### src/design/brfa_cell.sv
// brfa_cell: one region slot of the rotating slot ring
// depends on nothing but its parameter; neighbors are wired in the top level
module brfa_cell #(
    parameter int AW = 32
) (
    input  logic          aclk,
    input  logic          aresetn,
    input  logic          shift_en,
    input  logic [AW-1:0] nxt_start,
    input  logic [AW-1:0] nxt_stop,
    output logic [AW-1:0] cur_start,
    output logic [AW-1:0] cur_stop
);

    logic [AW-1:0] start_reg, start_next;
    logic [AW-1:0] stop_reg, stop_next;

    always_comb begin
        start_next = start_reg;
        stop_next  = stop_reg;
        if (shift_en) begin
            start_next = nxt_start;
            stop_next  = nxt_stop;
        end
    end

    // empty slot reads as start 0
    always_ff @(posedge aclk) begin
        if (!aresetn) begin
            start_reg <= '0;
            stop_reg  <= '0;
        end else begin
            start_reg <= start_next;
            stop_reg  <= stop_next;
        end
    end

    assign cur_start = start_reg;
    assign cur_stop  = stop_reg;

endmodule

### config.mk
export PLATFORM = sky130hd
export DESIGN_NAME = brfa_cell
export DESIGN_NICKNAME = d
export VERILOG_FILES = /design/src/design/brfa_cell.sv
export SDC_FILE = /design/constraint.sdc
export NUM_CORES = 1
export LEC_CHECK = 0
export ABC_AREA = 1
export BUFFER_PORTS_ARGS = -buffer_cell sky130_fd_sc_hd__buf_2
export CORE_MARGIN = 8
export CORE_UTILIZATION = 30
export DETAILED_ROUTE_END_ITERATION = 16
export SLEW_MARGIN = 5
export SYNTH_ARGS = -nofsm -noshare
export SYNTH_HDL_FRONTEND = slang
export SYNTH_SLANG_ARGS = --single-unit
### constraint.sdc
create_clock -name aclk -period 0.8 [get_ports aclk]
set_clock_uncertainty 0.2 [all_clocks]
set_input_delay 0.16 -clock aclk [delete_from_list [all_inputs] [get_ports aclk]]
set_output_delay 0.16 -clock aclk [all_outputs]
set_load 0.02 [all_outputs]
# Word-level counts from Yosys, hierarchy flattened
# Cells that the tools add are included.
# op_classes
reduce_logical,0
n_eq_ne,0
n_mux,0
shifts,0
mul,0
bitwise,0
addsub,0
n_lt_le_gt_ge,0
n_div,0
# word_totals
word_cells,2
romBits,0
ff_bits,64
n_memories,0
mem_bits_rw,0
in_bits,67
output_inout_bits,64
latchBits,0

# Logic depth before layout (Yosys ltp)
# Gate-level depths: netlist (run 1).
# logic_depth
depth_word,0
mapped_depth,5
ltp_nobuf,4

# Worst setup path before layout (run 1)
# No wires, ideal clock.
# synth_path
path_type,input-to-reg
startpoint,input port shift_en
endpoint,register start_reg[0] (netlist: cur_start[0])
cell_stages,5
path_slack_ns,-0.087
arrival_ns,0.574
n_path_buf,2
setup_time_ns,0.113
t_required_ns,0.487
path_cell_list,buf_6 > buf_4 > nand2_1 > nand2_1 > nor2_1
# synth_rtl
element,line,text
"start, declared",8,"input logic shift_en,"
"end signal, assigned",33,start_reg <= start_next;
"end, declared",15,"logic [AW-1:0] start_reg, start_next;"

# Final worst setup path (run 1)
# layout_path
startpoint,register stop_reg[2] (netlist: cur_stop[2])
endpoint,output port cur_stop[2]
# layout_rtl
element,line,text
"start, declared",16,"logic [AW-1:0] stop_reg, stop_next;"
"start signal, assigned",34,stop_reg <= stop_next;
"end, declared",12,output logic [AW-1:0] cur_stop
# No word-level cell between the ends.

==> reports/metrics.cfg, run 1 <==
[setup_path]
crit_start=cur_stop[2]
slowest_stage=dfxtp_2
crit_family=flip-flops
startpoint_type=register
critPathKind=register to output port
crit-reg2reg-capture=cur_start[15]
max_stage_delay_ps=350
arrival_ps=800
crit_cells=1
cp_data_required_time_ps=440
end_kind=output port
reg2regPathDepth=3
timing.rr.start=cur_start[15]
path_cells=buf_6
rrSetupSlack_ps=-60
critical_path.max_fanout=2
setup.worst_path.end=cur_stop[2]
crit_buf_inv=1

[place]
hpwl_mm=5.05
dp_cells=629
io_buffers=130
routabilityCongestion=0.652
dpl_cell_area_um2=3400

[clock_tree]
clk_path_buf_depth=2
h-tree-depth=3
cts-root-buf=clkbuf_8
numCtsBuffers=9
clkTransAtPathRegs_ps=70
cts_tree=yes
clock-sinks=64
clock_latency_ps=320

[detailed_routing]
via_count=2552
routed_wl_mm=7.23
wl_per_cell_um=11.2
route.antenna.remaining_nets=0
drc=0
dr.pass1.iters=4
initialDrtViolationCount=93
via_per_inst=3.94

[final_layout]
fin_util=0.483
final_area_um2=4190
area_growth_syn_to_layout_pct=57.1
layout.nets=602
fill_cells=895
diodes=0
drive_gt1_frac=0.454
fin_cells=648

[floorplan]
fp.dieArea_um2=12200
rows=34
core-area_um2=8680
die_x_um=110
initial_utilization=0.308
die_h_um=110
io_pins=131

[worst_hold_path]
hold_start=nxt_stop[4]
hold_class=primary input to register

[global_routing]
grt-ovfl-total=0
antenna_found_initial=0
grt_pass1_wl_mm=11.2
grt_max_degree=53
track_usage=0.115
grt_pass1_vias=2524

[synth]
synth_ff_type=dfxtp_1
yosys-top-cells-count=nand2_1 (128), nor2_1 (128), dfxtp_1 (64), inv_1 (64), buf_6 (12)
synth_nets=472
netlist_area_um2=2670
syn_inst=405
yosysSeqAreaShare=0.480
avgSynthCellArea_um2=6.59
yosysUniqueCellTypes=7
synthTopCellsByArea=dfxtp_1 (48%), nand2_1 (18%), nor2_1 (18%)
synth-seq-cells=64
yosys.area.top_type=dfxtp_1
ys_warn_count=0
synth_top_cell_area_share=0.480
synthArstFlopShare=0
synth_edf_count=0

[sta]
maxSlewViolCount=0
fmax_mhz=862
finalCriticalPeriod_ps=1160
tightest_slew_ps=235
fin_crit_sh=1.45
final-hold-violation-count=64
hold_ws_ps=-88.6
max_slew_margin=0.843
grt_setup_unrepaired=yes
fin_ws_ps=-360
setup_viol=67

[status]
status=finished, violations left
violations=negative hold slack, negative setup slack

[job]
max-cap-violations=0

[power_and_ir_drop]
finalPower_w=0.00826
peakVddDrop_mv=0.966
leakagePower_nw=2.33
powerDensity_nw_per_um2=1970

[layout make-up]
| type | count | area (um^2) | share of cell area |
|---|---|---|---|
| multi-input cells | 256 | 1050 | 0.249 |
| flip-flops and latches | 64 | 1360 | 0.325 |
| repair buffers | 140 | 1200 | 0.286 |
| inverters | 64 | 240 | 0.0573 |
| well taps | 108 | 135 | 0.0322 |
| clock buffers | 13 | 149 | 0.0355 |
| clock inverters | 3 | 65.1 | 0.0155 |
[where the power goes]
group | switching [W] | internal [W] | total, W
sequential | 0.000180 | 0.00346 | 0.00364
combinational | 0.000811 | 0.000793 | 0.00160
clock | 0.00118 | 0.00184 | 0.00302
[cell usage in the layout (no fill, tap or decap), drive strengths merged]
| master | instances |
|---|---|
| buf | 140 |
| nand2 | 128 |
| nor2 | 128 |
| inv | 64 |
| dfxtp | 64 |
| clkbuf | 13 |
| bufinv | 2 |
| clkinv | 1 |
[metal layers]
metal,up-vias,routed length [um],GRT usage,share of wire
li1,1398,-,-,-
met1,1063,3000,0.126,0.41
met2,80,3450,0.195,0.48
met3,11,682,0.0442,0.094
met4,0,99,0.0514,0.014
met5,-,0,0,0
[kinds of logic after synthesis]
family / synth area share
and+or+nand+nor: 0.360
buffers and inverters: 0.160
DFF: 0.480
[worst min path at each step]
stage | cells after the start | slack [ps] | endpoint
finish | 5 | -90 | cur_stop[4]
CTS | 5 | -120 | cur_start[27]
floorplan | 4 | 140 | cur_start[11]
global placement | 5 | 240 | cur_start[25]
detailed placement | 5 | 250 | cur_stop[20]
global route | 5 | -100 | cur_stop[1]
[sequential cells by signal (all words and copies together) (netlist names)]
signal     cells
cur_start     32
cur_stop      32
[timing repair]
action | in CTS | in global routing
resized for setup | 173 | 34
hold endpoints to repair | 64 | 62
buffers inserted | 2 | 1
setup endpoints to repair | 64 | 108
pin swaps | 4 | 33
[tightest hold or removal path, cell delays in order]
cell and delay [ps]:
buf_2 90, inv_1 40, nand2_1 40, nand2_1 50, nor2_1 30
[through the flow]
step / worst slack [ps] / TNS [ps]
floorplan: -37.1 / -2220
global placement: -207 / -13570
detailed placement: -226 / -14860
CTS: -384 / -23640
global route: -407 / -25000
finish: -360 / -22040
No activity file was read; power rests on OpenSTA's default activity.
==> run 2, diff against run 1 <==
--- a/config.mk
+++ b/config.mk
@@ -8,8 +8,9 @@
 export ABC_AREA = 1
 export BUFFER_PORTS_ARGS = -buffer_cell sky130_fd_sc_hd__buf_2
 export CORE_MARGIN = 8
-export CORE_UTILIZATION = 30
+export CORE_UTILIZATION = 35
 export DETAILED_ROUTE_END_ITERATION = 16
+export PLACE_DENSITY = 0.66
 export SLEW_MARGIN = 5
 export SYNTH_ARGS = -nofsm -noshare
 export SYNTH_HDL_FRONTEND = slang
==> reports/metrics.cfg, run 2 (synthesis gave the netlist of run 1 again) <==
[status]
status=finished, violations left
violations=negative hold slack, negative setup slack

[place]
dp_cells=622  ; -1.1%
hpwl_mm=4.83  ; -4.4%
io_buffers=130  ; unchanged
place_ws_ps=-236  ; -10.1 ps
routabilityCongestion=0.693  ; +6.2%

[floorplan]
fp.dieArea_um2=10700  ; -12%
initial_utilization=0.353  ; +0.0452
rows=32  ; -5.9%
core-area_um2=7570  ; -13%
die_h_um=103  ; -6.3%
die_x_um=103  ; -6.3%
io_pins=131  ; unchanged

[power_and_ir_drop]
powerDensity_nw_per_um2=1890  ; -3.8%
peakVddDrop_mv=0.889  ; -7.9%
leakagePower_nw=2.32  ; -0.80%

[global_routing]
grt-busiest-layer=met2
track_usage=0.125  ; +0.00946
grt-ovfl-total=0  ; unchanged
grt_pass1_vias=2451  ; -2.9%
grt_use_met2=0.221  ; +0.0261
antenna_found_initial=0  ; unchanged
use_met1=0.129  ; +0.00303
grt_pass1_wl_mm=10.6  ; -5.4%
gr-usage-met3=0.0495  ; +0.00535
grt_max_degree=52  ; -1.9%

[sta]
maxSlewViolCount=0  ; unchanged
final-hold-violation-count=64  ; unchanged
tightest_slew_ps=236  ; +0.725 ps
fin_crit_sh=1.44  ; -0.0155
fin_ws_ps=-348  ; +12.4 ps
setup_viol=69  ; +3.0%
tns_ps=-21490  ; +549 ps
hold_ws_ps=-82.4  ; +6.13 ps
max_slew_margin=0.843  ; about the same
fmax_mhz=871  ; +1.1%
grt_setup_unrepaired=yes
finalCriticalPeriod_ps=1150  ; -12.4 ps

[clock_tree]
h-tree-depth=3  ; unchanged
cts-root-buf=clkbuf_8
cts_tree=yes
clk_path_buf_depth=2  ; unchanged
clkTransAtPathRegs_ps=70  ; about the same
clock-sinks=64  ; unchanged
numCtsBuffers=9  ; unchanged
clock_latency_ps=320  ; about the same

[worst_hold_path]
hold_class=primary input to register
hold_start=nxt_start[24]
hold_path_end=cur_start[24]
hold_path_depth=5  ; unchanged

[setup_path]
crit-reg2reg-capture=cur_stop[22]
slowest_stage=dfxtp_2
crit_cells=1  ; unchanged
startpoint_type=register
critical_path.max_fanout=2  ; unchanged
reg2regPathDepth=3  ; unchanged
cp_data_required_time_ps=440  ; about the same
end_kind=output port
crit_start=cur_start[22]
crit_family=flip-flops
path_cells=buf_6
rrSetupSlack_ps=-90  ; -30 ps
crit_buf_inv=1  ; unchanged
critPathKind=register to output port
arrival_ps=790  ; about the same
timing.rr.start=cur_stop[22]
max_stage_delay_ps=350  ; about the same

[final_layout]
layout_commonest_cell=nand2_1
fin_util=0.542  ; +0.0587
layout.nets=602  ; unchanged
fin_cells=642  ; -0.93%
drive_gt1_frac=0.428  ; -0.0259
final_cell_mix=nand2_1 (128), nor2_1 (114), buf_6 (66), buf_2 (65)
area_growth_syn_to_layout_pct=53.6
diodes=0  ; unchanged

[job]
max-cap-violations=0  ; unchanged

[detailed_routing]
via_per_inst=4.05  ; +2.9%
initialDrtViolationCount=54  ; -42%
via_count=2602  ; +2.0%
routed_wl_mm=6.98  ; -3.5%
drc=0  ; unchanged
wl_per_cell_um=10.9  ; -2.6%
route.antenna.remaining_nets=0  ; unchanged
dr.pass1.iters=4  ; unchanged

==> run 2: what timing repair did <==
action                                  CTS  global route
gates resized for setup                 173            17
pin swaps                                 0            32
cloned                                    0             0
buffers inserted                          0             4
hold endpoints to repair                 64            63
endpoints found under the setup margin   64           107
==> run 2: how the worst max path moves through the flow <==
stage / end / slack [ps]
after floorplan: cur_start[31] / -40
after detailed placement: cur_start[22] / -240
after global placement: cur_start[14] / -210
after CTS: cur_stop[16] / -370
after global routing: cur_stop[29] / -390
final: cur_start[22] / -350
==> run 2: through the flow <==
| stage | hold slack, ps | instance area [um^2] | total power (W) |
|---|---|---|---|
| floorplan | 141 | 2760 | 0.00447 |
| detailed placement | 253 | 3380 | 0.00489 |
| global route | -90.2 | 4100 | 0.00820 |
| CTS | -105 | 4020 | 0.00784 |
| finish | -82.4 | 4100 | 0.00777 |
| global placement | 238 | 3380 | 0.00485 |
==> run 2: power by group <==
part | internal, W | total [W] | leakage [nW] | switching [W]
Combinational | 0.000778 | 0.00158 | 1.67 | 0.000801
Sequential | 0.00346 | 0.00363 | 0.551 | 0.000167
Clock | 0.00143 | 0.00256 | 0.0941 | 0.00114
==> run 2: worst reg2reg max path: cells and delay by family (launching register included) <==
family                 cells  cell delay (ps)
and+or+nand+nor            2              140
buffers and inverters      1              120
DFF                        1              330
==> run 2: layout make-up <==
class                           instances  area (um^2)
Clock buffer                           12          135
Tap cell                              102          128
Clock inverter                          4         45.0
Sequential cell                        64         1360
Timing Repair Buffer                  140         1190
Inverter                               64          240
Fill cell                             744         3470
Multi-Input combinational cell        256         1010
==> run 2: routing by layer <==
| layer | wire length, um | share of wire | up-vias |
|---|---|---|---|
| met5 | 0 | 0 | - |
| met4 | 61 | 0.0087 | 0 |
| met3 | 654 | 0.094 | 6 |
| met2 | 3450 | 0.49 | 78 |
| met1 | 2820 | 0.40 | 1122 |
| li1 | - | - | 1396 |
