## src/design/brfa_pkg.sv

```systemverilog
// brfa_pkg: shared constants, codes and control structs for the boot region allocator
// used by brfa_prep, brfa_scan and boot_region_first_fit_allocator
package brfa_pkg;

    localparam int REGION_SLOTS_DEF = 64;
    localparam int PAGE_SHIFT_DEF   = 12;
    localparam int ADDR_BITS_DEF    = 32;

    localparam int FIELD_W    = 32;
    localparam int LG_W       = 5;
    localparam int TOP_W      = 21;
    localparam int STS_W      = 2;
    localparam int IN_TDATA_W = 104;
    localparam int OUT_TDATA_W = 56;
    localparam int CFG_IDX_W  = 1;

    localparam logic [TOP_W-1:0]   TOP_MAX      = 21'h1F_FFFF;
    localparam logic [FIELD_W-1:0] KSTART_RESET = 32'h0010_0000;
    localparam logic [FIELD_W-1:0] KEND_RESET   = 32'h0020_0000;

    localparam logic OP_ADD   = 1'b0;
    localparam logic OP_ALLOC = 1'b1;

    localparam logic [STS_W-1:0] STS_OK   = 2'd0;
    localparam logic [STS_W-1:0] STS_FULL = 2'd1;
    localparam logic [STS_W-1:0] STS_OOM  = 2'd2;

    localparam logic [CFG_IDX_W-1:0] REG_KSTART = 1'b0;
    localparam logic [CFG_IDX_W-1:0] REG_KEND   = 1'b1;

    typedef struct packed {
        logic keep_page;
        logic p0_vld;
        logic p1_vld;
        logic plain;
    } prep_flags_t;

    typedef struct packed {
        logic load;
        logic alloc;
        logic p0_vld;
        logic p1_vld;
    } scan_cmd_t;

    typedef struct packed {
        logic grant;
        logic left;
    } scan_sts_t;

endpackage

```

## src/design/brfa_scan.sv

```systemverilog
// brfa_scan: head unit of the slot ring, places pending pieces or grants an allocation
// as each slot passes by; depends on brfa_pkg
module brfa_scan #(
    parameter int AW = 32
) (
    input  logic                         aclk,
    input  logic                         aresetn,
    input  brfa_pkg::scan_cmd_t          cmd,
    input  logic                         shift_en,
    input  logic [AW-1:0]                p0_start,
    input  logic [AW-1:0]                p0_stop,
    input  logic [AW-1:0]                p1_start,
    input  logic [AW-1:0]                p1_stop,
    input  logic [brfa_pkg::FIELD_W-1:0] req_len,
    input  logic [brfa_pkg::LG_W-1:0]    req_lg,
    input  logic [AW-1:0]                slot_in_start,
    input  logic [AW-1:0]                slot_in_stop,
    output logic [AW-1:0]                slot_out_start,
    output logic [AW-1:0]                slot_out_stop,
    output brfa_pkg::scan_sts_t          sts,
    output logic [brfa_pkg::FIELD_W-1:0] grant_addr
);
    import brfa_pkg::*;

    localparam int CW = ((AW > FIELD_W) ? AW : FIELD_W) + 1;

    logic                alloc_reg, alloc_next;
    logic                p0v_reg, p0v_next;
    logic                p1v_reg, p1v_next;
    logic                grant_reg, grant_next;
    logic [AW-1:0]       p0s_reg, p0s_next, p0e_reg, p0e_next;
    logic [AW-1:0]       p1s_reg, p1s_next, p1e_reg, p1e_next;
    logic [CW-1:0]       amask_reg, amask_next;
    logic [FIELD_W-1:0]  addr_reg, addr_next;

    logic [CW-1:0] first, last, bumped;
    logic          empty, fits, take_alloc, take_p0, take_p1;

    always_comb begin
        empty  = slot_in_start == '0;
        first  = (CW'(slot_in_start) + amask_reg) & ~amask_reg;
        last   = CW'(slot_in_stop) & ~amask_reg;
        fits   = (first < last) && ((last - first) >= CW'(req_len));
        bumped = first + CW'(req_len);

        take_alloc = alloc_reg && !grant_reg && fits;
        take_p0    = !alloc_reg && p0v_reg && empty;
        take_p1    = !alloc_reg && !p0v_reg && p1v_reg && empty;

        slot_out_start = slot_in_start;
        slot_out_stop  = slot_in_stop;
        if (take_alloc) begin
            slot_out_start = bumped[AW-1:0];
        end else if (take_p0) begin
            slot_out_start = p0s_reg;
            slot_out_stop  = p0e_reg;
        end else if (take_p1) begin
            slot_out_start = p1s_reg;
            slot_out_stop  = p1e_reg;
        end
    end

    always_comb begin
        alloc_next = alloc_reg;
        p0v_next   = p0v_reg;
        p1v_next   = p1v_reg;
        grant_next = grant_reg;
        p0s_next   = p0s_reg;
        p0e_next   = p0e_reg;
        p1s_next   = p1s_reg;
        p1e_next   = p1e_reg;
        amask_next = amask_reg;
        addr_next  = addr_reg;
        if (cmd.load) begin
            alloc_next = cmd.alloc;
            p0v_next   = cmd.p0_vld;
            p1v_next   = cmd.p1_vld;
            grant_next = 1'b0;
            p0s_next   = p0_start;
            p0e_next   = p0_stop;
            p1s_next   = p1_start;
            p1e_next   = p1_stop;
            amask_next = (CW'(1) << req_lg) - CW'(1);
        end else if (shift_en) begin
            if (take_alloc) begin
                grant_next = 1'b1;
                addr_next  = first[FIELD_W-1:0];
            end
            if (take_p0) begin
                p0v_next = 1'b0;
            end
            if (take_p1) begin
                p1v_next = 1'b0;
            end
        end
    end

    always_ff @(posedge aclk) begin
        if (!aresetn) begin
            alloc_reg <= 1'b0;
            p0v_reg   <= 1'b0;
            p1v_reg   <= 1'b0;
            grant_reg <= 1'b0;
        end else begin
            alloc_reg <= alloc_next;
            p0v_reg   <= p0v_next;
            p1v_reg   <= p1v_next;
            grant_reg <= grant_next;
        end
    end

    always_ff @(posedge aclk) begin
        p0s_reg   <= p0s_next;
        p0e_reg   <= p0e_next;
        p1s_reg   <= p1s_next;
        p1e_reg   <= p1e_next;
        amask_reg <= amask_next;
        addr_reg  <= addr_next;
    end

    assign sts.grant  = grant_reg;
    assign sts.left   = p0v_reg || p1v_reg;
    assign grant_addr = addr_reg;

endmodule
```

## config.mk

```make
export PLATFORM = sky130hd
export DESIGN_NAME = brfa_scan
export DESIGN_NICKNAME = d
export VERILOG_FILES = /design/src/design/brfa_pkg.sv /design/src/design/brfa_scan.sv
export SDC_FILE = /design/constraint.sdc
export NUM_CORES = 1
export LEC_CHECK = 0
export BUFFER_PORTS_ARGS = -buffer_cell sky130_fd_sc_hd__buf_4
export CELL_PAD_IN_SITES_DETAIL_PLACEMENT = 0
export CELL_PAD_IN_SITES_GLOBAL_PLACEMENT = 1
export CORE_AREA = 5 5 288 205
export CTS_CLUSTER_SIZE = 20
export DETAILED_ROUTE_END_ITERATION = 10
export DIE_AREA = 0 0 293 210
export PLACE_DENSITY = 0.65
export SYNTH_ARGS = -nofsm -noshare
export SYNTH_HDL_FRONTEND = slang
export SYNTH_SLANG_ARGS = --single-unit
```

## constraint.sdc

```tcl
create_clock -name aclk -period 9.7 [get_ports aclk]
set_clock_uncertainty 0.1 [all_clocks]
set_input_delay 1.94 -clock aclk [delete_from_list [all_inputs] [get_ports aclk]]
set_output_delay 1.94 -clock aclk [all_outputs]
set_load 0.005 [all_outputs]
```

* Yosys cells after proc, flatten, opt, wreduce, memory -nomap -nowiden *
Index checks and enable logic that the tools add are counted.

word-level totals
  logic and storage cells = 55
  output and inout port bits = 98
  input port bits = 236
  flip-flop bits (word level) = 197

cells by class
  mux-type cells = 12
  reductions and logical operators = 21
  $add $sub $neg = 4
  bitwise gates (word level) = 5
  magnitude comparators = 2
  shift operators = 1

operators by type and width
  kind                                                                   number
  32-bit two-way mux                                                     6
  32-bit by 33-bit adder with 33-bit output                              1
  32-bit by 33-bit AND with 33-bit output                                1
  33-bit AND                                                             1
  33-bit by 32-bit >= comparator with 1-bit output                       1
  33-bit < comparator                                                    1
  33-bit NOT                                                             1
  1-bit by 5-bit << shifter with 33-bit output (first input constant)    1
  33-bit by 2-bit subtractor with 33-bit output (second input constant)  1
  33-bit subtractor                                                      1
  32-bit adder                                                           1
  32-bit logical NOT                                                     1
  1-bit logical AND                                                      8
  1-bit two-way mux                                                      6
  2-bit AND reduction                                                    3
  2-bit nonzero test                                                     3
  1-bit logical NOT                                                      3
  3-bit AND reduction                                                    1
  1-bit NOT                                                              2
  2-bit OR reduction                                                     1
  1-bit logical OR                                                       1

* Longest topological paths before layout *
  depth after elaboration = 7
  depth in mapped cells = 34
  depth with buffers taken out = 32

* Worst setup path after synthesis *
Ideal clock, no wire load.

  kind = input to register
  from = input slot_in_start[0]
  to = register addr_reg[0] (netlist: grant_addr[0]) (enable)
  library setup time = 0.468 ns
  stages on the path = 33
  arrival = 9.591 ns
  buffers on the path = 3
  data required time = 9.132 ns
  setup slack = -0.458 ns
  path through = and2_1 > fa_1 > a211oi_2 > o211ai_1 > a41oi_1 > nand3b_1 > a31o_2 > a21oi_1 > xnor2_1 > nand2b_1 > ha_1 > clkbuf_1 > o21a_1 > o211a_1 > a21oi_1 > nand2_1 > a31o_2 > o31ai_4 > o21bai_1 > a21oi_1 > xnor2_1 > ha_1 > and4_1 > nand2_1 > nor3_1 > nand3_1 > nand2_1 > nor3_1 > a21oi_1 > nand3_2 > buf_6 > buf_6 > nor3b_1

on the way
  cells in the longest elaborated chain, start to end = 7
  elaborated cells between the ends (all ways) = 8
  classes of those cells = add/sub: 2; order compare: 2; bitwise: 1; reduce/logical: 3

RTL lines
  what                                              RTL line          text
  from (decl)                                       brfa_scan.sv:16   input logic [AW-1:0] slot_in_start,
  32-bit by 33-bit adder with 33-bit output (*)     brfa_scan.sv:41   first = (CW'(slot_in_start) + amask_reg) & ~amask_reg;
  33-bit AND (*)                                    brfa_scan.sv:41
  33-bit subtractor                                 brfa_scan.sv:43   fits = (first < last) && ((last - first) >= CW'(req_len));
  33-bit by 32-bit >= comparator with 1-bit output  brfa_scan.sv:43
  1-bit logical AND (*)                             brfa_scan.sv:43
  1-bit logical AND (*)                             brfa_scan.sv:46   take_alloc = alloc_reg && !grant_reg && fits;
  3-bit AND reduction (no line) (*)                 -
  to (signal assigned)                              brfa_scan.sv:118  addr_reg <= addr_next;
  to (decl)                                         brfa_scan.sv:34   logic [FIELD_W-1:0] addr_reg, addr_next;

Every way passes the cells marked *; elsewhere a longest branch is shown, timed or not.
A chain may end at the register's enable or synchronous reset.

* Worst setup path in the final report *
  from = input slot_in_start[0]
  to = output slot_out_start[3]

on the way
  cells in the longest elaborated chain, start to end = 7
  elaborated cells between the ends (all ways) = 14
  classes of those cells = add/sub: 3; order compare: 2; mux: 3; bitwise: 1; reduce/logical: 5

RTL lines
  what                                              RTL line         text
  32-bit by 33-bit adder with 33-bit output         brfa_scan.sv:41
  33-bit AND                                        brfa_scan.sv:41
  33-bit subtractor                                 brfa_scan.sv:43
  33-bit by 32-bit >= comparator with 1-bit output  brfa_scan.sv:43
  1-bit logical AND                                 brfa_scan.sv:43
  1-bit logical AND                                 brfa_scan.sv:46
  32-bit two-way mux (*)                            brfa_scan.sv:52  if (take_alloc) begin
  to (decl)                                         brfa_scan.sv:18  output logic [AW-1:0] slot_out_start,

Marked as above.

==> impl_summary.txt <==
----------------------------------------------------
[Logic synthesis]
  #FFs+latches synth ... 197
  Synth cell types ... 76
  Area share of the largest cell type after synthesis ... 0.419
  Number of cells produced by synthesis ... 1379
  Async SR Flop Fraction ... 0
  Most area-consuming cells after synthesis ... sky130_fd_sc_hd__edfxtp_1 42%, sky130_fd_sc_hd__ha_1 11%, sky130_fd_sc_hd__a21oi_1 3.8%, sky130_fd_sc_hd__o21ai_0 3.7%, sky130_fd_sc_hd__nand2_1 3.0%
  Ys flop type ... sky130_fd_sc_hd__edfxtp_1
  Sequential area share after synthesis ... 0.425
  Total of warnings raised by yosys ... 0
  Number of synthesized flops with an enable pin ... 193
  Synthesized area per cell ... 10.0 um^2
  Largest area contributor in the netlist ... sky130_fd_sc_hd__edfxtp_1
  Total standard cell area after synthesis ... 0.0138 mm^2

[Timing]
  Final critical delay including setup and external delays ... 9.92 ns
  Worst setup margin ... -0.225 ns
  Max transition margin ... 0.288
  Transition time at the pin with the least slew margin ... 1.07 ns
  Period utilization ... 1.02
  Setup-violating endpoint count in the final report ... 32
  Final Hold Vio Count ... 0
  Count of final max-slew check failures ... 0
  Post-route worst hold slack ... 0.511 ns
  Timing-limited maximum frequency ... 0.101 GHz
  RSZ-0062 raised after global routing ... true

[Layout]
  Nets ... 2297
  Layout-stage area growth over the synthesis result ... 46.3%
  Post-route design area ... 0.0202 mm^2
  Fraction of layout instances using a drive strength above 1 ... 0.372
  Flip-flop count of the largest register after layout ... 33

[Placement]
  Routability congestion estimate from global placement ... 0.895
  Detailed placer's ending HPWL ... 45.9 mm
  Post-Place Cell Area ... 0.0187 mm^2
  Port-buffer cells ... 333
  Minimum setup slack after placement ... -0.692 ns

[Floorplanning]
  Die span in x ... 293 um
  Chip Height ... 210 um
  Number of placement rows ... 73
  Die Outline Area ... 0.0615 mm^2
  Core area ... 0.0562 mm^2
  Starting density of the core ... 0.246
  I/O pin total ... 334

[Global routing]
  Met3 Track Usage GR ... 0.0417
  Met2 Resource Use GR ... 0.254
  First-pass GRT wire length ... 80.3 mm
  Total routing usage reported by global routing ... 0.175
  Congestion Overflow GR ... 0
  Vias in the first global route ... 12700
  Largest net degree at the start of global routing ... 69
  Layer with the highest usage ... met1
  Met1 Usage GRT ... 0.259
  Initial antenna violation count ... 6

[Worst setup path]
  Standard cell with the maximum stage delay on the critical path ... sky130_fd_sc_hd__or3_4
  Top fanout value on the critical path ... 6
  Worst setup path class ... primary input to primary output
  Type of element capturing the critical path ... primary output
  Number of buffers and inverters on the critical path ... 4
  Crit path DAT ... 7.88 ns
  Reg2reg setup slack ... 2.71 ns
  Startpoint Class ... primary input
  Largest delay share family, worst path ... compound AO/OA/AOI/OAI gates
  Worst EP required ... 7.66 ns
  Most frequent cell on the critical path ... sky130_fd_sc_hd__a21oi_2
  Delay of the slowest cell on the worst path ... 0.42 ns

[CTS]
  Insertion delay to the later sink of the worst-skew pair ... 0.50 ns
  Number of CTS-inserted buffers ... 17
  Clock tree root buffer cell ... sky130_fd_sc_hd__clkbuf_16
  Number of sinks handled by clock tree synthesis ... 197
  Clock transition at the registers of the reported paths ... 0.08 ns
  TritonCTS clock tree ... yes
  CTS max path bufs ... 2
  Number of levels the H-tree was split into ... 4
  Hold-fix buffer count after cts ... 0

[Routing]
  Vias after detailed routing ... 12700
  Avg WL per Cell ... 20.7 um
  Initial drt markers ... 839
  Count of TritonRoute iterations in the first routing pass ... 5
  Total wirelength of the detailed-routed design ... 55.7 mm
  Routed Antenna Nets ... 0
  Vias per cell ... 4.73
  DRC violation count after routing ... 0

[Power and ir drop]
  Final Total Pwr ... 3.28 mW
  Switch share ... 0.355
  Fraction of power consumed by the clock network ... 0.236
  Part of the total power dissipated in sequential elements ... 0.315
  Internal Power ... 2.11 mW
  IR drop worst, VDD ... 0.145 mV
  Switching power of the nets ... 1.16 mW
  PD cells ... 162 mW/mm^2
  Leak ... 8.71 nW
  Relative contribution of combinational cells to total power ... 0.449

[Min path]
  Kind of path behind the tightest hold check ... flop to flop

[Outcome]
  Outcome ... finished with violations
  Violations in the final reports ... negative setup slack

[Flow run]
  Max-cap check violation count ... 0

----------------------------------------------------
==> layout by cell type, fill, tap and decap left out, types with 7 or more instances in the layout <==
master / count
sky130_fd_sc_hd__clkbuf_16: 18
sky130_fd_sc_hd__buf_4: 555
sky130_fd_sc_hd__a31oi_1: 9
sky130_fd_sc_hd__xnor2_1: 43
sky130_fd_sc_hd__edfxtp_1: 193
sky130_fd_sc_hd__buf_6: 10
sky130_fd_sc_hd__o21bai_1: 10
sky130_fd_sc_hd__nand4_1: 17
sky130_fd_sc_hd__nor3_1: 17
sky130_fd_sc_hd__o21ai_1: 17
sky130_fd_sc_hd__nor2_1: 71
sky130_fd_sc_hd__nand3_1: 10
sky130_fd_sc_hd__mux2i_1: 37
sky130_fd_sc_hd__o211ai_1: 7
sky130_fd_sc_hd__a21oi_2: 33
sky130_fd_sc_hd__nor4_1: 10
sky130_fd_sc_hd__nand2b_1: 44
sky130_fd_sc_hd__inv_1: 84
sky130_fd_sc_hd__nand2_1: 106
sky130_fd_sc_hd__a221o_1: 11
sky130_fd_sc_hd__ha_1: 114
sky130_fd_sc_hd__a211oi_1: 13
sky130_fd_sc_hd__o21ai_0: 83
sky130_fd_sc_hd__o21a_1: 18
sky130_fd_sc_hd__and2_1: 11
sky130_fd_sc_hd__a21oi_1: 77
sky130_fd_sc_hd__nor2_4: 7
sky130_fd_sc_hd__a21o_1: 44
sky130_fd_sc_hd__a221oi_1: 22
sky130_fd_sc_hd__nor2b_1: 48
sky130_fd_sc_hd__xor2_1: 26
sky130_fd_sc_hd__ha_4: 10
sky130_fd_sc_hd__and3_1: 14
==> worst reg2reg max path: cells and delay by family (launching register included) <==
| family | cells | cell delay (ns) |
|---|---|---|
| and+or+nand+nor | 8 | 1.64 |
| DFF | 1 | 0.51 |
| adders and majority gates | 3 | 1.07 |
| AOI/OAI and AO/OA | 12 | 2.19 |
| xor gates and xnor gates | 2 | 0.28 |
| buffers and inverters | 3 | 0.82 |
==> per-stage QoR <==
stage	std cells	util	TNS, ns
2_1_floorplan	1380	-	0
3_3_place_gp	2634	0.333	-17.06
3_5_place_dp	2634	0.333	-18.60
4_1_cts	2683	0.352	-5.63
5_1_grt	2694	0.360	-11.56
6_report	2696	0.360	-3.31
==> cells by family after synthesis <==
logic type	synth area share
muxes	0.0275
adders and majority gates	0.119
xor gates and xnor gates	0.0479
buffers and inverters	0.0373
and+or+nand+nor	0.145
DFF	0.425
other	0.000271
AOI/OAI and AO/OA	0.197
==> synth_stat cells (18+ instances only) <==
| library cell | number |
|---|---|
| sky130_fd_sc_hd__edfxtp_1 | 193 |
| sky130_fd_sc_hd__ha_1 | 127 |
| sky130_fd_sc_hd__nand2_1 | 111 |
| sky130_fd_sc_hd__a21oi_1 | 104 |
| sky130_fd_sc_hd__o21ai_0 | 101 |
| sky130_fd_sc_hd__inv_1 | 84 |
| sky130_fd_sc_hd__nor2_1 | 81 |
| sky130_fd_sc_hd__nor2b_1 | 48 |
| sky130_fd_sc_hd__xnor2_1 | 45 |
| sky130_fd_sc_hd__a21o_1 | 44 |
| sky130_fd_sc_hd__nand2b_1 | 44 |
| sky130_fd_sc_hd__mux2i_1 | 38 |
| sky130_fd_sc_hd__clkbuf_1 | 28 |
| sky130_fd_sc_hd__xor2_1 | 28 |
| sky130_fd_sc_hd__a221oi_1 | 23 |
| sky130_fd_sc_hd__nor3_1 | 23 |
| sky130_fd_sc_hd__o21a_1 | 18 |
==> area by class of cell <==
cell class | instances | area, um^2
diodes | 2 | 5.00
repair buffers | 572 | 4410
well taps | 750 | 938
multi-input cells | 1058 | 8030
inverters | 85 | 322
clock buffers | 18 | 439
fillers | 5674 | 36000
flip-flops and latches | 197 | 5880
clock inverters | 14 | 189
==> routing by layer <==
layer,part of all wire,up-vias
met5,0.00048,-
met4,0.020,4
met3,0.061,52
met2,0.42,366
met1,0.50,6051
li1,-,6273
==> power groups by stage <==
stage | logic, mW | registers, mW | clock network, mW
global route | 1.61 | 1.04 | 0.830
detailed placement | 1.31 | 1.05 | 0
finish | 1.47 | 1.03 | 0.774
floorplan | 0.740 | 1.04 | 0
global placement | 1.30 | 1.05 | 0
CTS | 1.39 | 1.03 | 0.803
==> repair_timing <==
item | 4_1_cts | 5_1_grt
pin swaps | 41 | 46
setup endpoints to repair | 32 | 32
resized for setup | 71 | 78
gates cloned | 1 | 1
setup buffers | 17 | 12
hold endpoints to repair | 0 | 0
==> path summary, 6_finish.rpt <==
kind / start / endpoint / depth (start not counted)
min: alloc_reg / alloc_reg / 2
max reg2reg: amask_reg[0] / grant_addr[3] / 28
min reg2reg: alloc_reg / alloc_reg / 2
max: slot_in_start[0] / slot_out_start[3] / 30
Power figures use the tool's default switching activity.
