### config.mk
export PLATFORM = sky130hd
export DESIGN_NAME = brfa_prep
export DESIGN_NICKNAME = d
export VERILOG_FILES = /design/src/design/brfa_pkg.sv /design/src/design/brfa_prep.sv
export SDC_FILE = /design/constraint.sdc
export NUM_CORES = 1
export LEC_CHECK = 0
export ABC_AREA = 1
export ABC_CLOCK_PERIOD_IN_PS = 7200
export BUFFER_PORTS_ARGS = -buffer_cell sky130_fd_sc_hd__buf_2
export CORE_MARGIN = 8
export CORE_UTILIZATION = 48
export DETAILED_ROUTE_END_ITERATION = 16
export PLACE_DENSITY = 0.85
export SLEW_MARGIN = 0
export SYNTH_ARGS = -nofsm -noshare
export SYNTH_HDL_FRONTEND = slang
export SYNTH_SLANG_ARGS = --single-unit
### constraint.sdc
create_clock -name vclk -period 7.2
set_clock_uncertainty 0.2 [all_clocks]
set_input_delay 1.8 -clock vclk [all_inputs]
set_output_delay 1.8 -clock vclk [all_outputs]
set_load 0.02 [all_outputs]
### src/design/brfa_pkg.sv
// brfa_pkg: shared constants, codes and control structs for the boot region allocator
// used by brfa_prep, brfa_scan and boot_region_first_fit_allocator
package brfa_pkg;

    localparam int REGION_SLOTS_DEF = 64;
    localparam int PAGE_SHIFT_DEF   = 12;
    localparam int ADDR_BITS_DEF    = 32;

    localparam int FIELD_W    = 32;
    localparam int LG_W       = 5;
    localparam int TOP_W      = 21;
    localparam int STS_W      = 2;
    localparam int IN_TDATA_W = 104;
    localparam int OUT_TDATA_W = 56;
    localparam int CFG_IDX_W  = 1;

    localparam logic [TOP_W-1:0]   TOP_MAX      = 21'h1F_FFFF;
    localparam logic [FIELD_W-1:0] KSTART_RESET = 32'h0010_0000;
    localparam logic [FIELD_W-1:0] KEND_RESET   = 32'h0020_0000;

    localparam logic OP_ADD   = 1'b0;
    localparam logic OP_ALLOC = 1'b1;

    localparam logic [STS_W-1:0] STS_OK   = 2'd0;
    localparam logic [STS_W-1:0] STS_FULL = 2'd1;
    localparam logic [STS_W-1:0] STS_OOM  = 2'd2;

    localparam logic [CFG_IDX_W-1:0] REG_KSTART = 1'b0;
    localparam logic [CFG_IDX_W-1:0] REG_KEND   = 1'b1;

    typedef struct packed {
        logic keep_page;
        logic p0_vld;
        logic p1_vld;
        logic plain;
    } prep_flags_t;

    typedef struct packed {
        logic load;
        logic alloc;
        logic p0_vld;
        logic p1_vld;
    } scan_cmd_t;

    typedef struct packed {
        logic grant;
        logic left;
    } scan_sts_t;

endpackage

### src/design/brfa_prep.sv
// brfa_prep: page rounding of an added region and cutting out the kernel image
// depends on brfa_pkg
module brfa_prep #(
    parameter int AW = 32,
    parameter int PS = 12
) (
    input  logic [brfa_pkg::FIELD_W-1:0] region_start,
    input  logic [brfa_pkg::FIELD_W-1:0] region_end,
    input  logic [brfa_pkg::FIELD_W-1:0] kstart,
    input  logic [brfa_pkg::FIELD_W-1:0] kend,
    output brfa_pkg::prep_flags_t        flags,
    output logic [brfa_pkg::TOP_W-1:0]   page,
    output logic [AW-1:0]                p0_start,
    output logic [AW-1:0]                p0_stop,
    output logic [AW-1:0]                p1_start,
    output logic [AW-1:0]                p1_stop
);
    import brfa_pkg::*;

    localparam int CW = ((AW > FIELD_W) ? AW : FIELD_W) + 1;
    localparam logic [CW-1:0] AMASK = {CW{1'b1}} >> (CW - AW);
    localparam logic [CW-1:0] PGB   = CW'(1) << PS;
    localparam logic [CW-1:0] PGM   = PGB - CW'(1);

    logic [CW-1:0] s_w, e_w, s_up, e_dn, s_eff, ks, ke, page_w;
    logic          over_top, zero_s, live, in_kernel, overlap, keep;

    always_comb begin
        s_w      = CW'(region_start) & AMASK;
        e_w      = CW'(region_end) & AMASK;
        s_up     = (s_w + PGM) & ~PGM;
        e_dn     = e_w & ~PGM;
        over_top = (s_up & ~AMASK) != '0;
        zero_s   = s_up == '0;
        s_eff    = zero_s ? PGB : s_up;
        live     = !over_top && !(zero_s && (s_eff >= e_dn));

        page_w = e_dn >> PS;
        page   = (page_w > CW'(TOP_MAX)) ? TOP_MAX : page_w[TOP_W-1:0];

        ks = CW'(kstart) & AMASK & ~PGM;
        ke = ((CW'(kend) & AMASK) + PGM) & ~PGM;

        in_kernel = (s_eff >= ks) && (e_dn < ke);
        overlap   = ((s_eff < ke) && (e_dn >= ke)) || ((s_eff <= ks) && (e_dn > ks));
        keep      = live && !in_kernel;

        flags.keep_page = live;
        flags.p0_vld    = keep && (overlap ? (s_eff < ks) : 1'b1);
        flags.p1_vld    = keep && overlap && (e_dn > ke);
        flags.plain     = keep && !overlap;

        p0_start = s_eff[AW-1:0];
        p0_stop  = overlap ? ks[AW-1:0] : e_dn[AW-1:0];
        p1_start = ke[AW-1:0];
        p1_stop  = e_dn[AW-1:0];
    end

endmodule

After elaboration in Yosys (flattened, before gate mapping):

Index checks and enable logic that the tools add are counted.

* bits in registers: 0
* latch bits: 0
* RAM bits: 0
* bits in read-only memories: 0
* output and inout bits: 153
* memories: 0

* add/sub/neg operators: 2
* multiply operators: 0
* div/mod/pow operators: 0
* magnitude comparators: 10
* eq/ne operators: 0
* shift operators: 0
* multiplexer cells: 4
* bitwise operators: 0
* reduce and logical (&&, ||, !) cells: 16

Operator list (count)
* 32-bit by 12-bit adder with 33-bit output, second input constant: 2
* 33-bit by 32-bit greater-or-equal comparator with 1-bit output: 2
* 32-bit by 33-bit greater-or-equal comparator with 1-bit output: 1
* 32-bit by 33-bit > comparator with 1-bit output: 1
* 33-bit by 32-bit <= comparator with 1-bit output: 1
* 33-bit zero test: 1
* 32-bit by 33-bit < comparator with 1-bit output: 1
* 33-bit by 32-bit < comparator with 1-bit output: 1
* 33-bit < comparator: 1
* 33-bit two-way mux: 1
* 32-bit > comparator: 1
* 32-bit two-way mux: 1
* 20-bit by 21-bit > comparator with 1-bit output, second input constant: 1
* 21-bit two-way mux: 1
* 1-bit logical AND: 10
* 1-bit zero test: 4
* 1-bit logical OR: 1
* 1-bit two-way mux: 1

Longest topological paths before layout:

Gate-level depths: netlist of the first run.

* depth after elaboration: 10
* depth in mapped cells: 36
* mapped depth without buffers: 34

Worst setup path after synthesis of the first run:

Ideal clock, no wire load.

* path type: in2out
* start point: input port region_start[5] (netlist bit)
* end point: output port flags[1] (netlist bit)
* arrival: 4.898 ns
* data required time: 5.200 ns
* slack: 0.302 ns
* stages: 33
* path through: nor2_1 nand2_1 nor2_2 nand2_2 buf_4 nand2_1 inv_1 nor2_1 nor2_1 nand2_1 nor2_1 nand3_2 nand2_1 inv_1 ha_1 inv_1 nand2_1 nand3_1 nand2_1 nand2_1 a21oi_1 nand2_1 nand2_1 nand2_1 nand2_1 nand2_1 nand2_1 nand3_1 nand2_1 inv_1 nor2_1 nand2_1 nor2b_1

RTL lines
* start: declaration: RTL line brfa_prep.sv:7 `input logic [brfa_pkg::FIELD_W-1:0] region_start,`
* end: declaration: RTL line brfa_prep.sv:11 `output brfa_pkg::prep_flags_t flags,`

==> out/qor.csv, run 1 <==
stage,metric,value,unit
run_status,status,finished clean,
synth,yosys-top-cells-count,"229 x nand2_1, 154 x inv_1, 100 x nor2_1",
sta,finalHoldViolCount,0,
placed_design,portBuffers,208,
synth,synthCells,909,
sta,setup_ws,0.242,ns
synth,synth-simple-area-share,41.8,%
critical_path,critical_path_required,5.20,ns
critical_path,crit_fanout,21,
grt,overflow,0,
final_layout,regArea,0,sq um
final_layout,nFillCells,1087,
critical_path,cp_num_buf_inv,8,
placed_design,gp_congestion,0.980,
synth,synth_xor_area_share,1.19,%
sta,period_needed,6.96,ns
hold_path,hold_depth,2,
placed_design,post-place-ws,0.0918,ns
routing,m1WireLength,7600,microns
synth,synth_top_family_by_area,simple AND/OR/NAND/NOR gates,
synth,post-synth-top-area-cell,ha_1,
synth,synth.most_common_cell,nand2_1,
synth,synth_compound_area_share,7.19,%
sta,grt_setup_unrepaired,yes,
synth,ys_types,37,
final_layout,flops_and_latches,0,
critical_path,cp.arrival,4.96,ns
floorplanning,start_util,48.4,%
synth,synth_fa_ha_area_share,23.8,%
critical_path,cpPeakStageDelay,0.33,ns
synth,seq_area_frac_synth,0,%
critical_path,slowest_stage,xor2_1,
final_layout,multi_input_area,0.00414,sq mm
pwr,max-vdd-ir-drop,0.0000631,V
sta,whs,3.70,ns
routing,met3_length,1490,microns
floorplanning,die_w,120,microns
critical_path,path_delay_family,simple AND/OR/NAND/NOR gates,
routing,wl_met2,8630,microns
grt,grt_pass1_vias,6062,
sta,finalMaxSlewViolations,0,
critical_path,cp-start-kind,input port,
run,cap_violations,0,
routing,initialDrtViolationCount,373,
final_layout,fin_cells,1241,
final_layout,postLayoutCellArea,0.00626,sq mm
critical_path,end_kind,primary output,
sta,report.final.setup_viol,0,
grt,grt_pass1_wl,28200,microns
final_layout,nets,1329,
routing,via_per_inst,5.09,
synth,synth.area.mux_share,0,%
critical_path,crit_type,in2out,
routing,wl_per_cell,14.6,microns
hold_path,hold_end,page[0],
synth,netlist.area_leader.share,23.8,%
floorplanning,coreArea,0.0107,sq mm
routing,drtPass1Iterations,5,
placed_design,dp_hpwl,15800,microns
floorplanning,die-area,0.0143,sq mm
pwr,leakage,4.01,nW
grt,grt_max_degree,26,
synth,synth_area,0.00515,sq mm
routing,drc,0,
placed_design,place_area,0.00600,sq mm
final_layout,clockBufferCount,0,
final_layout,antenna_cells,0,
hold_path,worstHoldPathType,in2out,
final_layout,area_growth,21.5,%
grt,grt_use_total,23.2,%
routing,maxUsedRoutingLayer,met4,
routing,ant_nets,0,
sta,min_period_over_period,96.6,%
critical_path,path_cells,"buf_2, inv_1, nor4_2, nand2_2, inv_2, nand2_1, nor2_2, inv_2, nor4_1, xor2_1, ha_1, nand2_1, inv_1, nand4_1, nor2_1, nor2_1, nand3_1, nand2_1, nor2_2, nand2_2, buf_6, nand3_1, inv_1, buf_2",
pwr,power_density,75.4,mW/mm^2
placed_design,place_inst,1230,
floorplanning,die_h,120,microns
hold_path,min-delay-start,region_end[12],
floorplanning,row_count,38,
grt,antenna_found_initial,0,
final_layout,drive_gt1_share,26.5,%
routing,via_count,6321,
synth,syn_avg_cell_area,5.67,sq um
synth,synthTopCellsByArea,"ha_1 24%, nand2_1 17%, buf_4 14%",
sta,fmax,0.144,GHz
synth,ys.warnings.count,0,
floorplanning,io_pins,281,
pwr,power,0.000472,W
routing,wl,18200,microns
==> layout make-up <==
cell class | count | share of cell area, %
multi-input cells | 704 | 66.2
repair buffers | 242 | 21.7
well taps | 140 | 2.80
inverters | 155 | 9.32
==> repair_timing <==
action                                  in CTS  in global routing
hold buffers                                 0                  0
buffers inserted                             0                  8
endpoints found under the setup margin       0                 24
hold endpoints to repair                     0                  0
gates resized for setup                      0                 42
==> through the flow <==
| stage | utilization (%) | setup TNS (ns) |
|---|---|---|
| 2_1_floorplan | - | 0 |
| 3_3_place_gp | 56.4 | 0 |
| 3_5_place_dp | 56.4 | 0 |
| 4_1_cts | 56.4 | 0 |
| 5_1_grt | 58.7 | -1.63 |
| 6_report | 58.7 | 0 |
==> how the worst max path moves through the flow <==
stage,startpoint,to,cells after the start
detailed placement,region_start[5],flags[1],35
CTS,region_start[5],flags[1],35
floorplan,region_start[5],flags[1],33
finish,kend[15],flags[0],24
global route,kend[15],flags[0],25
global placement,region_start[5],flags[1],35
==> kinds of logic (layout without fill, tap and decap cells) <==
group | count (synthesis) | count (layout)
AOI/OAI and AO/OA | 68 | 68
xor gates and xnor gates | 7 | 7
adders and majority gates | 98 | 98
buffers and inverters | 255 | 397
other | 1 | 49
and+or+nand+nor | 480 | 482
==> report_power, final <==
| group | switching [W] | leakage [nW] | internal, W |
|---|---|---|---|
| Combinational | 0.000305 | 4.01 | 0.000166 |
| Sequential | 0 | 0 | 0 |
| Clock | 0 | 0 | 0 |
| Total | 0.000305 | 4.01 | 0.000166 |
==> metal layers <==
layer,vias to the layer above,global-route usage [%]
met1,2805,27.8
li1,3177,-
met4,0,5.23
met3,40,3.52
met2,299,42.3
met5,-,0
==> layout by cell type (no fill, tap or decap), drive strengths merged <==
cell type	instances
or2	2
and3b	1
nor2	106
nand4	32
xor2	6
conb	49
clkbuf	1
and2	4
nor3b	2
and3	1
o31ai	1
a211oi	4
nand2	240
xnor2	1
clkinv	1
buf	241
nor3	14
o21bai	5
nand3	61
a21oi	46
nor4	11
nor2b	1
ha	98
a21o	2
nor4b	1
inv	154
o21ai	10
nand3b	6
No activity file was read; power rests on OpenSTA's default activity.
==> inputs of run 2 (changes only) <==
Settings changed: SETUP_SLACK_MARGIN set to 0.3.
==> out/qor.csv, run 2 (same netlist as run 1, synthesis figures left out) <==
stage,metric,value,unit,change
run_status,status,finished clean,,unchanged
run,cap_violations,0,,unchanged
final_layout,area_growth,36.6,%,was 21.5%
floorplanning,start_util,48.4,%,unchanged
routing,drc,0,,unchanged
placed_design,dp_hpwl,15800,microns,unchanged
grt,overflow,0,,unchanged
pwr,power,0.000569,W,was 0.000472 W
sta,grt_setup_unrepaired,yes,,unchanged
critical_path,cp-start-kind,input port,,unchanged
final_layout,final_cell_mix,"200 x nand2_1, 177 x buf_2, 145 x inv_1",,"was 225 x nand2_1, 203 x buf_2, 151 x inv_1"
critical_path,critical_path_required,5.20,ns,about the same
critical_path,crit_type,in2out,,unchanged
final_layout,drive_gt1_share,33.5,%,was 26.5%
final_layout,antenna_cells,0,,unchanged
sta,whs,3.70,ns,about the same
pwr,leakage,4.27,nW,was 4.01 nW
sta,period_needed,7.05,ns,was 6.96 ns
floorplanning,die_h,120,microns,unchanged
critical_path,crit_fanout,5,,was 21
hold_path,worstHoldPathType,in2out,,unchanged
final_layout,fin_cells,1264,,was 1241
final_layout,nets,1352,,was 1329
sta,report.final.setup_viol,0,,unchanged
routing,wl,20100,microns,was 18200 microns
placed_design,gp_congestion,0.980,,unchanged
placed_design,place_inst,1230,,unchanged
routing,initialDrtViolationCount,424,,was 373
sta,min_period_over_period,97.9,%,was 96.6%
grt,grt_pass1_vias,6397,,was 6062
sta,finalMaxSlewViolations,0,,unchanged
pwr,max-vdd-ir-drop,0.0000619,V,was 0.0000631 V
sta,fmax,0.142,GHz,was 0.144 GHz
critical_path,cp.arrival,5.05,ns,was 4.96 ns
final_layout,flops_and_latches,0,,unchanged
clocking,hold_buffers,0,,unchanged
grt,grt_pass1_wl,29700,microns,was 28200 microns
floorplanning,die_w,120,microns,unchanged
placed_design,portBuffers,208,,unchanged
sta,finalHoldViolCount,0,,unchanged
critical_path,end_kind,primary output,,unchanged
grt,grt_use_total,24.4,%,was 23.2%
grt,antenna_found_initial,0,,unchanged
final_layout,nFillCells,970,,was 1087
placed_design,place_area,0.00600,sq mm,unchanged
floorplanning,die-area,0.0143,sq mm,unchanged
pwr,power_density,80.8,mW/mm^2,was 75.4 mW/mm^2
routing,via_per_inst,5.24,,was 5.09
routing,wl_per_cell,15.9,microns,was 14.6 microns
final_layout,regArea,0,sq um,unchanged
floorplanning,io_pins,281,,unchanged
final_layout,postLayoutCellArea,0.00704,sq mm,was 0.00626 sq mm
final_layout,clockBufferCount,0,,unchanged
sta,tns,0,ns,unchanged
final_layout,final_common_cell,nand2_1,,unchanged
routing,via_count,6620,,was 6321
routing,drtPass1Iterations,6,,was 5
routing,ant_nets,0,,unchanged
floorplanning,row_count,38,,unchanged
floorplanning,coreArea,0.0107,sq mm,unchanged
grt,grt_max_degree,22,,was 26
==> run 2: area by class of cell <==
type                       instances  area (sq um)  area share, %
tap                              140           175           2.49
inverter                         155           586           8.32
timing repair buffer             265          1820           25.9
multi-input combinational        704          4450           63.3
==> run 2: per-layer routing <==
layer | track usage (%) | routed length [microns]
met5 | 0 | 0
met4 | 8.27 | 730
met3 | 3.90 | 1690
met2 | 44.0 | 9800
met1 | 28.6 | 7900
==> run 2: repair_timing <==
| action | in CTS | in global routing |
|---|---|---|
| setup buffers | 19 | 7 |
| gates resized for setup | 58 | 128 |
| pin swaps | 8 | 54 |
| cloned | 4 | 4 |
| endpoints found under the setup margin | 23 | 24 |
| hold endpoints to repair | 0 | 0 |
==> run 2: metrics by stage <==
| step | util, % | worst slack (ns) |
|---|---|---|
| floorplan | - | 0.302 |
| global placement | 56.4 | 0.139 |
| detailed placement | 56.4 | 0.0918 |
| CTS | 60.2 | 0.250 |
| global route | 66.1 | -0.0209 |
| finish | 66.1 | 0.150 |
==> run 2: path summary, 6_finish.rpt <==
kind                      startpoint     endpoint  slack, ns  cells after the start
worst max-delay path        kend[18]  p0_stop[18]       0.15                     28
worst min-delay path  region_end[12]      page[0]       3.70                      2
==> run 2: where the power goes <==
| part | internal [W] | leakage [nW] | total [W] | switching, W |
|---|---|---|---|---|
| registers | 0 | 0 | 0 | 0 |
| logic | 0.000228 | 4.27 | 0.000569 | 0.000341 |
| clock network | 0 | 0 | 0 | 0 |
==> run 2: critical path, cell delays in order <==
cell	delay [ns]
buf_8	0.08
nand4_1	0.18
buf_4	0.20
buf_6	0.10
buf_6	0.10
buf_6	0.10
buf_6	0.10
buf_6	0.10
buf_6	0.10
buf_6	0.10
buf_6	0.10
buf_6	0.10
buf_4	0.12
buf_4	0.12
nor2_1	0.08
nand4_1	0.20
nand4_1	0.19
nand3_1	0.10
nor2_1	0.14
nand3_1	0.09
nand2_1	0.07
nor2_2	0.05
nand2_2	0.12
nand2_4	0.14
clkbuf_16	0.20
nand2_4	0.06
nand2_2	0.05
buf_6	0.13
==> inputs of run 3 (changes only) <==
Settings changed: CORE_UTILIZATION 48 to 25, PLACE_DENSITY 0.85 to not set.
==> out/qor.csv, run 3 (same netlist as run 1, synthesis figures left out) <==
stage,metric,value,unit,change
sta,report.final.setup_viol,0,,unchanged
sta,grt_setup_unrepaired,yes,,unchanged
grt,overflow,0,,unchanged
routing,via_per_inst,4.55,,was 5.24
final_layout,clockBufferCount,0,,unchanged
final_layout,final_cell_mix,"178 x buf_2, 171 x nand2_1, 142 x inv_1",,"was 200 x nand2_1, 177 x buf_2, 145 x inv_1"
critical_path,critical_path_required,5.20,ns,about the same
final_layout,regArea,0,sq um,unchanged
run,cap_violations,0,,unchanged
floorplanning,start_util,25.5,%,was 48.4%
critical_path,cpPeakStageDelay,0.30,ns,was 0.20 ns
placed_design,post-place-ws,0.0722,ns,was 0.0918 ns
critical_path,crit_fanout,7,,was 5
critical_path,cp-start-kind,input port,,unchanged
routing,wl,22400,microns,was 20100 microns
floorplanning,io_pins,281,,unchanged
sta,finalHoldViolCount,0,,unchanged
routing,drtPass1Iterations,5,,was 6
placed_design,gp_congestion,0.917,,was 0.980
critical_path,path_cells,"buf_4, nand4_1, nor4_4, nand2_4, nor2_2, inv_1, nor2_1, inv_2, nor2_2, or2_2, nand2_1, ha_4, nand2_1, nor4_2, nand3b_1, nand3_1, nand2_1, nor2_2, nand2_4, buf_4, buf_6, nand3_1, nand2_2, buf_6",,
grt,antenna_found_initial,0,,unchanged
grt,grt_use_total,15.8,%,was 24.4%
grt,grt_pass1_vias,6342,,was 6397
sta,setup_ws,0.207,ns,was 0.150 ns
final_layout,drive_gt1_share,39.0,%,was 33.5%
grt,grt_pass1_wl,33000,microns,was 29700 microns
critical_path,end_kind,primary output,,unchanged
sta,finalMaxSlewViolations,0,,unchanged
final_layout,flops_and_latches,0,,unchanged
floorplanning,die_w,160,microns,was 120 microns
placed_design,dp_hpwl,18000,microns,was 15800 microns
run_status,status,finished clean,,unchanged
routing,drc,0,,unchanged
floorplanning,coreArea,0.0202,sq mm,was 0.0107 sq mm
routing,initialDrtViolationCount,255,,was 424
pwr,max-vdd-ir-drop,0.0000271,V,was 0.0000619 V
routing,via_count,6495,,was 6620
sta,min_period_over_period,97.1,%,was 97.9%
sta,fmax,0.143,GHz,was 0.142 GHz
sta,whs,3.72,ns,was 3.70 ns
pwr,power_density,78.8,mW/mm^2,was 80.8 mW/mm^2
final_layout,nets,1385,,was 1352
floorplanning,die_h,160,microns,was 120 microns
floorplanning,row_count,52,,was 38
final_layout,final_common_cell,buf_2,,was nand2_1
floorplanning,die-area,0.0254,sq mm,was 0.0143 sq mm
sta,period_needed,6.99,ns,was 7.05 ns
critical_path,crit_type,in2out,,unchanged
final_layout,area_growth,49.6,%,was 36.6%
routing,wl_per_cell,15.7,microns,was 15.9 microns
hold_path,worstHoldPathType,in2out,,unchanged
critical_path,path_delay_family,simple AND/OR/NAND/NOR gates,,was buffers and inverters
grt,grt_max_degree,15,,was 22
critical_path,slowest_stage,ha_4,,was buf_4
routing,ant_nets,0,,unchanged
placed_design,portBuffers,208,,unchanged
pwr,leakage,4.51,nW,was 4.27 nW
critical_path,cp_num_buf_inv,6,,was 15
critical_path,cp.arrival,4.99,ns,was 5.05 ns
final_layout,antenna_cells,0,,unchanged
## run 3: changes by cell type in the layout (fill, tap and decap cells not counted), sizes merged
cell,delta
buf,+35
nand2,-2
## run 3: what timing repair did
item / 4_1_cts / 5_1_grt
setup buffers: 37 / 12
endpoints found under the setup margin: 23 / 23
hold buffers: 0 / 0
resized for setup: 71 / 179
gates cloned: 4 / 4
pin swaps: 15 / 44
endpoints found under the hold margin: 0 / 0
## run 3: stage by stage
step	total power (W)	util, %	area (sq um)	setup TNS, ns	cells
detailed placement	0.000462	30.8	6240	0	1370
global placement	0.000456	30.8	6240	0	1370
floorplan	0.000324	-	5330	0	957
global route	0.000665	38.1	7700	-0.233	1427
finish	0.000607	38.1	7700	0	1427
CTS	0.000516	34.0	6880	0	1411
## run 3: tightest hold or removal path, delay by kind of cell
family	cells	cell delay [ns]
AND/OR/NAND/NOR	2	0.10
buffers and inverters	2	0.22
## run 3: cell type report
cell class                      count  area, sq um
Fill cell                        2175        12500
Multi-Input combinational cell    702         4640
Tap cell                          270          338
Timing Repair Buffer              300         2140
Inverter                          155          588
## run 3: path summary, 6_finish.rpt
check	cells past startpoint	to	slack, ns	from
setup / recovery	24	p0_stop[29]	0.21	kend[18]
hold / removal	4	p0_stop[31]	3.72	kstart[31]
## run 3: routing by layer
layer,vias up,wire [microns],GRT usage (%)
li1,3302,-,-
met2,217,11100,28.8
met1,2956,9660,19.5
met5,-,0,0
met4,0,293,1.59
met3,20,1320,2.53
## run 3: report_power, final
| group | switching, W | leakage, nW | internal (W) | total [W] |
|---|---|---|---|---|
| Combinational | 0.000362 | 4.51 | 0.000245 | 0.000607 |
| Sequential | 0 | 0 | 0 | 0 |
| Clock | 0 | 0 | 0 | 0 |
| Total | 0.000362 | 4.51 | 0.000245 | 0.000607 |
